**src/sv/ptzcfe_pkg.sv**
```systemverilog
// Package for the PTZ command frame encoder: frame constants, the command
// word ROM and the queue entry type. Used by every module of the block.
package ptzcfe_pkg;

   localparam int unsigned AddrWidth    = 8;
   localparam int unsigned IdWidth      = 5;
   localparam int unsigned SpeedWidth   = 16;
   localparam int unsigned ByteWidth    = 8;
   localparam int unsigned ReqDataWidth = 32;
   localparam int unsigned RspDataWidth = 8;
   localparam int unsigned IdxWidth     = 3;
   localparam int unsigned QueueDepth   = 2;

   // Protocol selector codes
   localparam logic ProtoD = 1'b0;
   localparam logic ProtoP = 1'b1;

   // Frame constants
   localparam logic [ByteWidth-1:0] SyncD = 8'hFF;
   localparam logic [ByteWidth-1:0] StxP  = 8'hA0;
   localparam logic [ByteWidth-1:0] EtxP  = 8'hAF;

   // Byte positions within a frame
   localparam logic [IdxWidth-1:0] PosSync    = 3'd0;
   localparam logic [IdxWidth-1:0] PosAddr    = 3'd1;
   localparam logic [IdxWidth-1:0] PosCmdHi   = 3'd2;
   localparam logic [IdxWidth-1:0] PosCmdLo   = 3'd3;
   localparam logic [IdxWidth-1:0] PosSpdHi   = 3'd4;
   localparam logic [IdxWidth-1:0] PosSpdLo   = 3'd5;
   localparam logic [IdxWidth-1:0] PosSixth   = 3'd6;
   localparam logic [IdxWidth-1:0] PosChkP    = 3'd7;

   // One bit per control id that counts as found (bit 19 also, with a zero word)
   localparam logic [31:0] RomValidD = 32'hFB0F_C3FF;
   localparam logic [31:0] RomValidP = 32'hFB08_C3FF;

   typedef struct packed {
      logic                    proto;
      logic                    found;
      logic [ByteWidth-1:0]    addr_byte;
      logic [15:0]             cmd;
      logic [SpeedWidth-1:0]   speed;
      logic [ByteWidth-1:0]    chk;
   } entry_type;

   function automatic logic rom_found(input logic proto, input logic [IdWidth-1:0] id);
      logic hit;
      hit = (proto == ProtoP) ? RomValidP[id] : RomValidD[id];
      return hit;
   endfunction

   function automatic logic [15:0] rom_cmd(input logic proto, input logic [IdWidth-1:0] id);
      logic [15:0] word;
      word = 16'h0000;
      case ({proto, id})
         {ProtoD, 5'd0},  {ProtoP, 5'd0}:  word = 16'h0008;
         {ProtoD, 5'd1},  {ProtoP, 5'd1}:  word = 16'h0010;
         {ProtoD, 5'd2},  {ProtoP, 5'd2}:  word = 16'h0004;
         {ProtoD, 5'd3},  {ProtoP, 5'd3}:  word = 16'h0002;
         {ProtoD, 5'd4}:                   word = 16'h0400;
         {ProtoD, 5'd5}:                   word = 16'h0200;
         {ProtoD, 5'd6},  {ProtoP, 5'd6}:  word = 16'h0100;
         {ProtoD, 5'd7}:                   word = 16'h0080;
         {ProtoD, 5'd8},  {ProtoP, 5'd8}:  word = 16'h0040;
         {ProtoD, 5'd9},  {ProtoP, 5'd9}:  word = 16'h0020;
         {ProtoD, 5'd14}:                  word = 16'h9000;
         {ProtoD, 5'd15}:                  word = 16'h0090;
         {ProtoD, 5'd16}:                  word = 16'h0007;
         {ProtoD, 5'd17}:                  word = 16'h001B;
         {ProtoD, 5'd18}:                  word = 16'h001D;
         {ProtoD, 5'd24}, {ProtoP, 5'd24}: word = 16'h0003;
         {ProtoD, 5'd25}, {ProtoP, 5'd25}: word = 16'h0007;
         {ProtoD, 5'd27}, {ProtoP, 5'd27}: word = 16'h001F;
         {ProtoD, 5'd28}, {ProtoP, 5'd28}: word = 16'h0021;
         {ProtoD, 5'd29}, {ProtoP, 5'd29}: word = 16'h0023;
         {ProtoD, 5'd30}, {ProtoP, 5'd30}: word = 16'h0009;
         {ProtoD, 5'd31}, {ProtoP, 5'd31}: word = 16'h000B;
         {ProtoP, 5'd4}:                   word = 16'h0800;
         {ProtoP, 5'd5}:                   word = 16'h0400;
         {ProtoP, 5'd7}:                   word = 16'h0200;
         {ProtoP, 5'd14}:                  word = 16'h0019;
         {ProtoP, 5'd15}:                  word = 16'h0200;
         default:                          word = 16'h0000;
      endcase
      return word;
   endfunction

endpackage

```
**src/sv/ptzcfe_front.sv**
```systemverilog
// Front end: accepts a request beat, looks up the command word and
// precomputes the address byte and checksum. Depends on ptzcfe_pkg.
module ptzcfe_front (
   input  logic                               req_tvalid,
   output logic                               req_tready,
   input  logic                               proto,
   input  logic [ptzcfe_pkg::AddrWidth-1:0]   address,
   input  logic [ptzcfe_pkg::IdWidth-1:0]     control_id,
   input  logic [ptzcfe_pkg::SpeedWidth-1:0]  speed,
   input  logic                               queue_full,
   output logic                               push,
   output ptzcfe_pkg::entry_type              entry
);

   logic [ptzcfe_pkg::ByteWidth-1:0] addr_byte;
   logic [15:0]                      cmd;
   logic [ptzcfe_pkg::ByteWidth-1:0] sum_d;
   logic [ptzcfe_pkg::ByteWidth-1:0] xor_p;

   assign req_tready = !queue_full;
   assign push       = req_tvalid && !queue_full;

   always_comb begin
      cmd       = ptzcfe_pkg::rom_cmd(proto, control_id);
      // P frames carry the address minus one, wrapping
      addr_byte = (proto == ptzcfe_pkg::ProtoP) ? address - 8'd1 : address;
      sum_d     = address + cmd[15:8] + cmd[7:0] + speed[15:8] + speed[7:0];
      xor_p     = addr_byte ^ cmd[15:8] ^ cmd[7:0] ^ speed[15:8] ^ speed[7:0]
                  ^ ptzcfe_pkg::EtxP;

      entry.proto     = proto;
      entry.found     = ptzcfe_pkg::rom_found(proto, control_id);
      entry.addr_byte = addr_byte;
      entry.cmd       = cmd;
      entry.speed     = speed;
      entry.chk       = (proto == ptzcfe_pkg::ProtoP) ? xor_p : sum_d;
   end

endmodule

```
**src/sv/ptzcfe_queue.sv**
```systemverilog
// Short queue of classified commands between front and back end.
// Depends on ptzcfe_pkg for the entry type.
module ptzcfe_queue #(
   parameter int unsigned Depth = ptzcfe_pkg::QueueDepth
) (
   input  logic                  clock,
   input  logic                  reset,
   input  logic                  push,
   input  ptzcfe_pkg::entry_type push_entry,
   input  logic                  pop,
   output ptzcfe_pkg::entry_type head,
   output logic                  empty,
   output logic                  full
);

   localparam int unsigned PtrWidth = (Depth > 1) ? $clog2(Depth) : 1;
   localparam int unsigned CntWidth = $clog2(Depth + 1);

   ptzcfe_pkg::entry_type  mem [Depth];
   logic [PtrWidth-1:0]    wr_ptr_ff, wr_ptr_in;
   logic [PtrWidth-1:0]    rd_ptr_ff, rd_ptr_in;
   logic [CntWidth-1:0]    count_ff, count_in;

   assign empty = (count_ff == '0);
   assign full  = (count_ff == CntWidth'(Depth));
   assign head  = mem[rd_ptr_ff];

   always_comb begin
      wr_ptr_in = wr_ptr_ff;
      rd_ptr_in = rd_ptr_ff;
      count_in  = count_ff;
      if (push) begin
         wr_ptr_in = (wr_ptr_ff == PtrWidth'(Depth - 1)) ? '0 : wr_ptr_ff + 1'b1;
      end
      if (pop) begin
         rd_ptr_in = (rd_ptr_ff == PtrWidth'(Depth - 1)) ? '0 : rd_ptr_ff + 1'b1;
      end
      if (push && !pop) begin
         count_in = count_ff + 1'b1;
      end else if (pop && !push) begin
         count_in = count_ff - 1'b1;
      end
   end

   always_ff @(posedge clock) begin
      if (reset) begin
         wr_ptr_ff <= '0;
         rd_ptr_ff <= '0;
         count_ff  <= '0;
      end else begin
         wr_ptr_ff <= wr_ptr_in;
         rd_ptr_ff <= rd_ptr_in;
         count_ff  <= count_in;
      end
   end

   always_ff @(posedge clock) begin
      if (push) begin
         mem[wr_ptr_ff] <= push_entry;
      end
   end

   a_no_overflow: assert property (@(posedge clock) disable iff (reset)
      full |-> !push)
      else $error("queue push while full");

   a_no_underflow: assert property (@(posedge clock) disable iff (reset)
      empty |-> !pop)
      else $error("queue pop while empty");

   a_count_bound: assert property (@(posedge clock) disable iff (reset)
      count_ff <= CntWidth'(Depth))
      else $error("queue count beyond depth");

   a_count_track: assert property (@(posedge clock) disable iff (reset)
      (push && !pop) |=> (count_ff == $past(count_ff) + 1'b1))
      else $error("queue count did not advance on push");

endmodule

```
**src/sv/ptzcfe_back.sv**
```systemverilog
// Back end: walks the head entry byte by byte into a registered output
// stage and pops the entry on its final byte. Depends on ptzcfe_pkg.
module ptzcfe_back (
   input  logic                                clock,
   input  logic                                reset,
   input  ptzcfe_pkg::entry_type               head,
   input  logic                                empty,
   output logic                                pop,
   output logic                                rsp_tvalid,
   input  logic                                rsp_tready,
   output logic [ptzcfe_pkg::ByteWidth-1:0]    frame_byte,
   output logic                                last,
   output logic                                not_found
);

   logic [ptzcfe_pkg::IdxWidth-1:0]  idx_ff, idx_in;
   logic                             valid_ff, valid_in;
   logic [ptzcfe_pkg::ByteWidth-1:0] byte_ff, byte_in;
   logic                             last_ff, last_in;
   logic                             nf_ff, nf_in;
   logic                             load;
   logic [ptzcfe_pkg::ByteWidth-1:0] cur_byte;
   logic                             cur_last;
   logic [ptzcfe_pkg::IdxWidth-1:0]  final_pos;

   assign load = !empty && (!valid_ff || rsp_tready);
   assign pop  = load && cur_last;

   always_comb begin
      final_pos = (head.proto == ptzcfe_pkg::ProtoP) ? ptzcfe_pkg::PosChkP
                                                     : ptzcfe_pkg::PosSixth;
      case (idx_ff)
         ptzcfe_pkg::PosSync:
            cur_byte = (head.proto == ptzcfe_pkg::ProtoP) ? ptzcfe_pkg::StxP
                                                          : ptzcfe_pkg::SyncD;
         ptzcfe_pkg::PosAddr:  cur_byte = head.addr_byte;
         ptzcfe_pkg::PosCmdHi: cur_byte = head.cmd[15:8];
         ptzcfe_pkg::PosCmdLo: cur_byte = head.cmd[7:0];
         ptzcfe_pkg::PosSpdHi: cur_byte = head.speed[15:8];
         ptzcfe_pkg::PosSpdLo: cur_byte = head.speed[7:0];
         ptzcfe_pkg::PosSixth:
            cur_byte = (head.proto == ptzcfe_pkg::ProtoP) ? ptzcfe_pkg::EtxP
                                                          : head.chk;
         default:              cur_byte = head.chk;
      endcase
      // a missing entry gives one zero byte flagged not found
      if (!head.found) begin
         cur_byte = '0;
      end
      cur_last = !head.found || (idx_ff == final_pos);

      idx_in   = idx_ff;
      valid_in = valid_ff;
      byte_in  = byte_ff;
      last_in  = last_ff;
      nf_in    = nf_ff;
      if (load) begin
         idx_in   = cur_last ? '0 : idx_ff + 1'b1;
         valid_in = 1'b1;
         byte_in  = cur_byte;
         last_in  = cur_last;
         nf_in    = !head.found;
      end else if (rsp_tready) begin
         valid_in = 1'b0;
      end
   end

   always_ff @(posedge clock) begin
      if (reset) begin
         idx_ff   <= '0;
         valid_ff <= 1'b0;
      end else begin
         idx_ff   <= idx_in;
         valid_ff <= valid_in;
      end
      byte_ff <= byte_in;
      last_ff <= last_in;
      nf_ff   <= nf_in;
   end

   assign rsp_tvalid = valid_ff;
   assign frame_byte = byte_ff;
   assign last       = last_ff;
   assign not_found  = nf_ff;

   a_idx_needs_head: assert property (@(posedge clock) disable iff (reset)
      (idx_ff != '0) |-> !empty)
      else $error("mid-frame with no queued command");

   a_idx_in_frame: assert property (@(posedge clock) disable iff (reset)
      (!empty && head.proto == ptzcfe_pkg::ProtoD) |-> (idx_ff != ptzcfe_pkg::PosChkP))
      else $error("D frame walked past its checksum");

   a_nf_is_last: assert property (@(posedge clock) disable iff (reset)
      (valid_ff && nf_ff) |-> last_ff)
      else $error("not-found beat without last");

endmodule

```
**src/sv/ptz_command_frame_encoder.sv**
```systemverilog
// Top level of the PTZ command frame encoder: front end, command queue and
// byte serializer. Depends on ptzcfe_pkg, ptzcfe_front, ptzcfe_queue, ptzcfe_back.
//
// Usage:
//   req_* carries one camera command per beat: req_tuser selects the frame
//   format (0 = D, 1 = P), req_tdata packs address, control id and speed.
//   rsp_* returns the frame one byte per beat: 7 beats for D, 8 for P, with
//   rsp_tlast on the checksum byte. A protocol/control id pair with no table
//   entry returns a single zero byte with rsp_tlast and rsp_tuser high.
// Path: when the serializer is free, the first byte of a frame passes
//   through the queue entry and then the output byte register to rsp_*.
// Throughput: one byte per cycle from the serializer while rsp_tready stays
//   high; each request holds it for every byte of its frame (a single byte
//   for a missing entry).
// The command queue (QueueDepth entries) takes requests while the current
//   frame still streams; req_tready drops only when it is full.
// Stall: with rsp_tready low the output byte holds and the serializer waits;
//   the queue keeps filling until full.
// Reset: synchronous, active high; clears the queue, the output valid flag and the byte index.
module ptz_command_frame_encoder #(
   parameter int unsigned QueueDepth = ptzcfe_pkg::QueueDepth
) (
   input  logic                                  clock,
   input  logic                                  reset,
   input  logic                                  req_tvalid,
   output logic                                  req_tready,
   // [7:0] address, [12:8] control_id, [28:13] speed, [31:29] zero
   input  logic [ptzcfe_pkg::ReqDataWidth-1:0]   req_tdata,
   // [0] protocol
   input  logic                                  req_tuser,
   output logic                                  rsp_tvalid,
   input  logic                                  rsp_tready,
   // [7:0] frame_byte
   output logic [ptzcfe_pkg::RspDataWidth-1:0]   rsp_tdata,
   output logic                                  rsp_tlast,
   // [0] not_found
   output logic                                  rsp_tuser
);

   logic                  push;
   logic                  pop;
   logic                  empty;
   logic                  full;
   ptzcfe_pkg::entry_type push_entry;
   ptzcfe_pkg::entry_type head;

   // Classify the request beat and push it straight into the queue
   ptzcfe_front u_front (
      .req_tvalid (req_tvalid),
      .req_tready (req_tready),
      .proto      (req_tuser),
      .address    (req_tdata[7:0]),
      .control_id (req_tdata[12:8]),
      .speed      (req_tdata[28:13]),
      .queue_full (full),
      .push       (push),
      .entry      (push_entry)
   );

   // Decouple request acceptance from frame serialization
   ptzcfe_queue #(
      .Depth (QueueDepth)
   ) u_queue (
      .clock      (clock),
      .reset      (reset),
      .push       (push),
      .push_entry (push_entry),
      .pop        (pop),
      .head       (head),
      .empty      (empty),
      .full       (full)
   );

   // Serialize the head command one byte per beat
   ptzcfe_back u_back (
      .clock      (clock),
      .reset      (reset),
      .head       (head),
      .empty      (empty),
      .pop        (pop),
      .rsp_tvalid (rsp_tvalid),
      .rsp_tready (rsp_tready),
      .frame_byte (rsp_tdata),
      .last       (rsp_tlast),
      .not_found  (rsp_tuser)
   );

endmodule
```
**config.mk**
```make
export PLATFORM = sky130hd
export DESIGN_NAME = ptz_command_frame_encoder
export DESIGN_NICKNAME = d
export VERILOG_FILES = /design/src/sv/ptzcfe_pkg.sv /design/src/sv/ptzcfe_front.sv /design/src/sv/ptzcfe_queue.sv /design/src/sv/ptzcfe_back.sv /design/src/sv/ptz_command_frame_encoder.sv
export SDC_FILE = /design/constraint.sdc
export NUM_CORES = 1
export LEC_CHECK = 0
export BUFFER_PORTS_ARGS = -buffer_cell sky130_fd_sc_hd__buf_2
export CORE_MARGIN = 2
export CORE_UTILIZATION = 48
export DETAILED_ROUTE_END_ITERATION = 12
export PLACE_DENSITY = 0.66
export SLEW_MARGIN = 25
export SYNTH_ARGS = -nofsm -noshare
export SYNTH_HDL_FRONTEND = slang
export SYNTH_SLANG_ARGS = --single-unit
export TNS_END_PERCENT = 10
```
**constraint.sdc**
```tcl
create_clock -name clock -period 7.2 [get_ports clock]
set_input_delay 1.08 -clock clock [delete_from_list [all_inputs] [get_ports clock]]
set_output_delay 1.08 -clock clock [all_outputs]
set_load 0.005 [all_outputs]
```
### Word level (Yosys, flattened, before mapping)

Memory sizes are Yosys's and may differ from the RTL's. A register that Yosys moved wholly into a read port is not among the register bits.
Index checks and enable logic that the tools add are counted.

* memories kept: 4
* ROM bits: 960
* bits of input ports: 37
* RAM bits: 100
* bits in registers: 18
* output and inout port bits: 12
* word-level logic and storage cells: 73

* add/sub/neg operators: 10
* reduce and logical (&&, ||, !) cells: 17
* multiplexer cells: 20
* eq/ne operators: 8
* magnitude comparators: 1
* bitwise logic cells: 5

Memory list
* (no name shown): depth 64, bits a word 14, rd ports 1, clocked after memory_dff 0, write ports 0, line ptzcfe_pkg.sv:55 `case ({proto, id})`
* u_queue.mem: depth 2, bits a word 50, rd ports 1, clocked after memory_dff 1, write ports 1, line ptzcfe_queue.sv:19 `ptzcfe_pkg::entry_type mem [Depth];`
* (no name shown): depth 32, bits a word 1, rd ports 1, clocked after memory_dff 0, write ports 0, line ptzcfe_pkg.sv:48 `hit = (proto == ProtoP) ? RomValidP[id] : RomValidD[id];`
* (no name shown): depth 32, bits a word 1, rd ports 1, clocked after memory_dff 0, write ports 0, line ptzcfe_pkg.sv:48

Operators by type and width (count)
* $pmux 8 s7: 1
* $add 8x8->8: 4
* $xor 8x8->8: 4
* $mux 8: 3
* $mux 1: 12
* $eq 3x3->1 const B: 3
* $sub 8x1->8 const B: 1
* $mux 7: 1
* $eq 3x2->1 const B: 2
* $logic_not 1->1: 6
* $lt 5x6->1 const B: 1
* $not 6->6: 1
* $logic_and 1x1->1: 5
* $mux 2: 2
* $reduce_bool 2->1: 2
* $add 3x1->3 const B: 1
* $eq 3x1->1 const B: 1
* $eq 3x3->1: 1
* $logic_not 3->1: 1
* $mux 3: 1
* $add 1x1->1 const B: 2
* $add 2x1->2 const B: 1
* $eq 2x2->1 const B: 1
* $logic_not 2->1: 1
* 2 further kinds: 3

### Depth between registers and ports, before layout

* depth after elaboration: 8
* gate-level depth with buffers: 16
* depth with buffers taken out: 16

### By module

A second synthesis with hierarchy kept.

* cells, all modules: 525
* area, all modules: 6856.6 um2

Modules (own cells, without submodules)
* ptzcfe_queue: times used 1, area each 3803.6 um2, sequential area each 3103.0 um2, cells an instance 178
* ptzcfe_front: times used 1, area each 1994.4 um2, sequential area each 0.0 um2, cells an instance 238
* ptzcfe_back: times used 1, area each 1058.5 um2, sequential area each 380.4 um2, cells an instance 109

### Least setup slack after synthesis

Ideal clock, no wire load.

* path kind: in2reg
* start: in req_tdata[10] in the netlist's numbering
* end: mem u_queue.mem[0][7] in the netlist's numbering, data pin
* data required time: 6936 ps
* library setup time: 264 ps
* buffers on the path: 1
* arrival: 4574 ps
* stages on the path: 16
* slack: 2362 ps
* cells stage by stage: buf_1 inv_2 ha_1 a32oi_1 o22ai_2 inv_1 fa_1 inv_1 fa_1 ha_1 fa_1 a211oi_1 o21bai_1 a2111o_1 o221a_2 xnor2_1

RTL lines
* start: declaration: line ptz_command_frame_encoder.sv:28 `input logic [ptzcfe_pkg::ReqDataWidth-1:0] req_tdata,`
* end: declaration: line ptzcfe_queue.sv:19

==> impl_metrics.csv <==
group,metric,value,unit
status,status,"complete, no violations",
finish,layout-drive-gt1-share,19.4,%
global_route,grtUsageTotal,20.1,%
clocking,insertion_delay,410,ps
setup_path,worstPathRequired,7350,ps
timing,tns,0,ps
placed_design,place_ws,1820,ps
placed_design,place_inst,685,
placed_design,port_buffers,45,
die,start_util,49.0,%
timing,finalMaxSlewViolations,0,
logic_synthesis,yosysUniqueCellTypes,68,
hold_path,holdCritStartpoint,"u_back.rsp_tvalid",
clocking,htree_levels,4,
detailed_routing,viasPerCell,5.54,
clocking,cts_tree,"yes",
setup_path,path_max_fanout,29,
die,pin_count,49,
run,maxCapViolCount,0,
die,coreArea,12600,sq um
detailed_routing,wire_per_inst,18.5,um
clocking,cts.sinks,113,
timing,max_slew_margin,50.8,%
logic_synthesis,yosysSeqAreaShare,53.4,%
power_and_ir_drop,power.density,356,nW/um^2
power_and_ir_drop,leakage,2.78,nW
logic_synthesis,synthCells,481,
placed_design,place_area,6590,sq um
clocking,postCtsSetupBuffers,0,
hold_path,hold_path_class,"register to register",
setup_path,r2r-start,"u_back.idx_ff[2]",
detailed_routing,first_pass_iters,6,
die,row_count,41,
timing,min_period,5000,ps
finish,area_growth,17.4,%
timing,worst_pin_slew,738,ps
die,die-area,13800,sq um
setup_path,critPathLaunch,"req_tuser",
detailed_routing,wirelength,13.3,mm
finish,n_antenna_cell,0,
logic_synthesis,ys_ff_latch,113,
clocking,cts_buffers,17,
finish,final_nets,611,
detailed_routing,drc,0,
setup_path,end_kind,"register",
timing,layout_worst_path_cycle_share,69.4,%
timing,holdWs,489,ps
detailed_routing,postRouteAntennaNets,0,
global_route,grt_max_degree,48,
setup_path,arrival,5140,ps
clocking,cts_root_buf,"clkbuf_16",
finish,fin_cells,717,
placed_design,dp_hpwl,9.36,mm
timing,hold_viol,0,
logic_synthesis,async_flop_share,0,%
global_route,grt_pass1_wl,21.3,mm
finish,final_cell_area,7260,sq um
logic_synthesis,synth_fp_nets,560,
setup_path,worstSetupStartpointType,"input pin",
detailed_routing,vias,3969,
placed_design,place.gp.congestion,0.840,
global_route,grt_overflow_total,0,
die,die_y,118,um
finish,layout_commonest_cell,"edfxtp_1",
logic_synthesis,ys.flop_type,"edfxtp_1",
timing,finalSetupViolCount,0,
power_and_ir_drop,ir_drop,0.201,mV
global_route,grt_antenna_before_repair,0,
finish,post-route-util,57.5,%
clocking,clock_path_buffers,2,
setup_path,path_class,"input pin to register",
timing,skew,4.81,ps
timing,fmax,200,MHz
global_route,grt_pass1_vias,3939,
clocking,clk_pin_slew_worst_paths,50,ps
power_and_ir_drop,finalPower,2.58,mW
die,dieWidth,118,um
logic_synthesis,avgSynthCellArea,12.9,sq um
clocking,cts-resized-gates,0,
clocking,hold_buffers,0,
timing,setup_ws,2200,ps
detailed_routing,drt_iter0_markers,329,
logic_synthesis,synth_edf_count,104,
logic_synthesis,yosysWarnings,0,
finish,most-common-layout-cells,"104 x edfxtp_1, 45 x buf_2, 44 x inv_1",
logic_synthesis,synth_area,6180,sq um
timing,grt_setup_unrepaired,"no",
==> where the power goes <==
group	leakage, nW	internal (mW)	switching, mW	total [mW]
registers	1.06	0.909	0.0562	0.965
clock network	0.312	0.647	0.287	0.934
logic	1.41	0.280	0.404	0.683
==> synthesized netlist by cell type, types with 5 or more instances <==
library cell | number | area [sq um]
edfxtp_1 | 104 | 3120
inv_1 | 44 | 165
nor2_1 | 27 | 101
xnor2_1 | 27 | 236
a21oi_1 | 26 | 130
ha_1 | 24 | 300
nand2_1 | 23 | 86.3
fa_1 | 18 | 360
mux2i_1 | 18 | 180
a221oi_1 | 13 | 114
xor2_1 | 11 | 96.3
dfxtp_1 | 9 | 180
clkbuf_1 | 8 | 30.0
o21ai_0 | 8 | 40.0
nand3_1 | 7 | 35.0
buf_2 | 6 | 30.0
nor2b_1 | 6 | 37.5
a211oi_1 | 5 | 37.5
inv_2 | 5 | 18.8
mux2_2 | 5 | 56.3
o21ai_1 | 5 | 25.0
==> cells by family after synthesis <==
group | Yosys count | share of synthesized area (%)
flops | 113 | 53.4
simple gates | 96 | 8.19
compound gates | 90 | 10.2
buf+inv | 67 | 4.37
xor+xnor | 42 | 6.84
fa+ha+maj | 42 | 10.7
mux | 31 | 6.29
==> registers in the layout, summed over array words and instances (netlist names), named ones only <==
signal,cells
u_back.last,1
u_queue.mem,94
u_queue.wr_ptr_ff,1
u_back.rsp_tvalid,1
u_queue.count_ff,2
u_back.frame_byte,8
u_queue.rd_ptr_ff,1
u_back.idx_ff,3
u_back.not_found,1
==> final cells by class <==
cell class	count	area [sq um]
Inverter	49	184
Multi-Input combinational cell	301	2630
Tap cell	172	215
Timing Repair Buffer	50	263
Fill cell	1028	5360
Clock buffer	18	429
Clock inverter	14	236
Sequential cell	113	3300
==> layer usage <==
metal	part of all wire, %	vias to the layer above	global-route usage, %
li1	-	1879	-
met1	45	1933	27.5
met2	48	140	31.8
met3	5.6	17	4.51
met4	1.4	0	7.08
met5	0	-	0
==> worst paths after layout <==
check	end	slack, ps	depth (start not counted)
setup / recovery	u_queue.mem[1][7]	2200	15
setup reg to reg	u_back.frame_byte[2]	4140	7
hold / removal	u_back.rsp_tvalid	490	2
hold reg to reg	u_back.rsp_tvalid	490	2
==> worst max-delay path, cell delays in order <==
cell      delay (ps)
buf_2            290
inv_2            280
a32oi_1          150
o22ai_2          290
inv_1            110
fa_1             540
inv_1             60
fa_1             490
ha_1             260
fa_1             450
a211oi_1         290
o21bai_1         140
a2111o_1         420
o221a_2          130
xnor2_1          130
(Power assumes the default switching activity.)
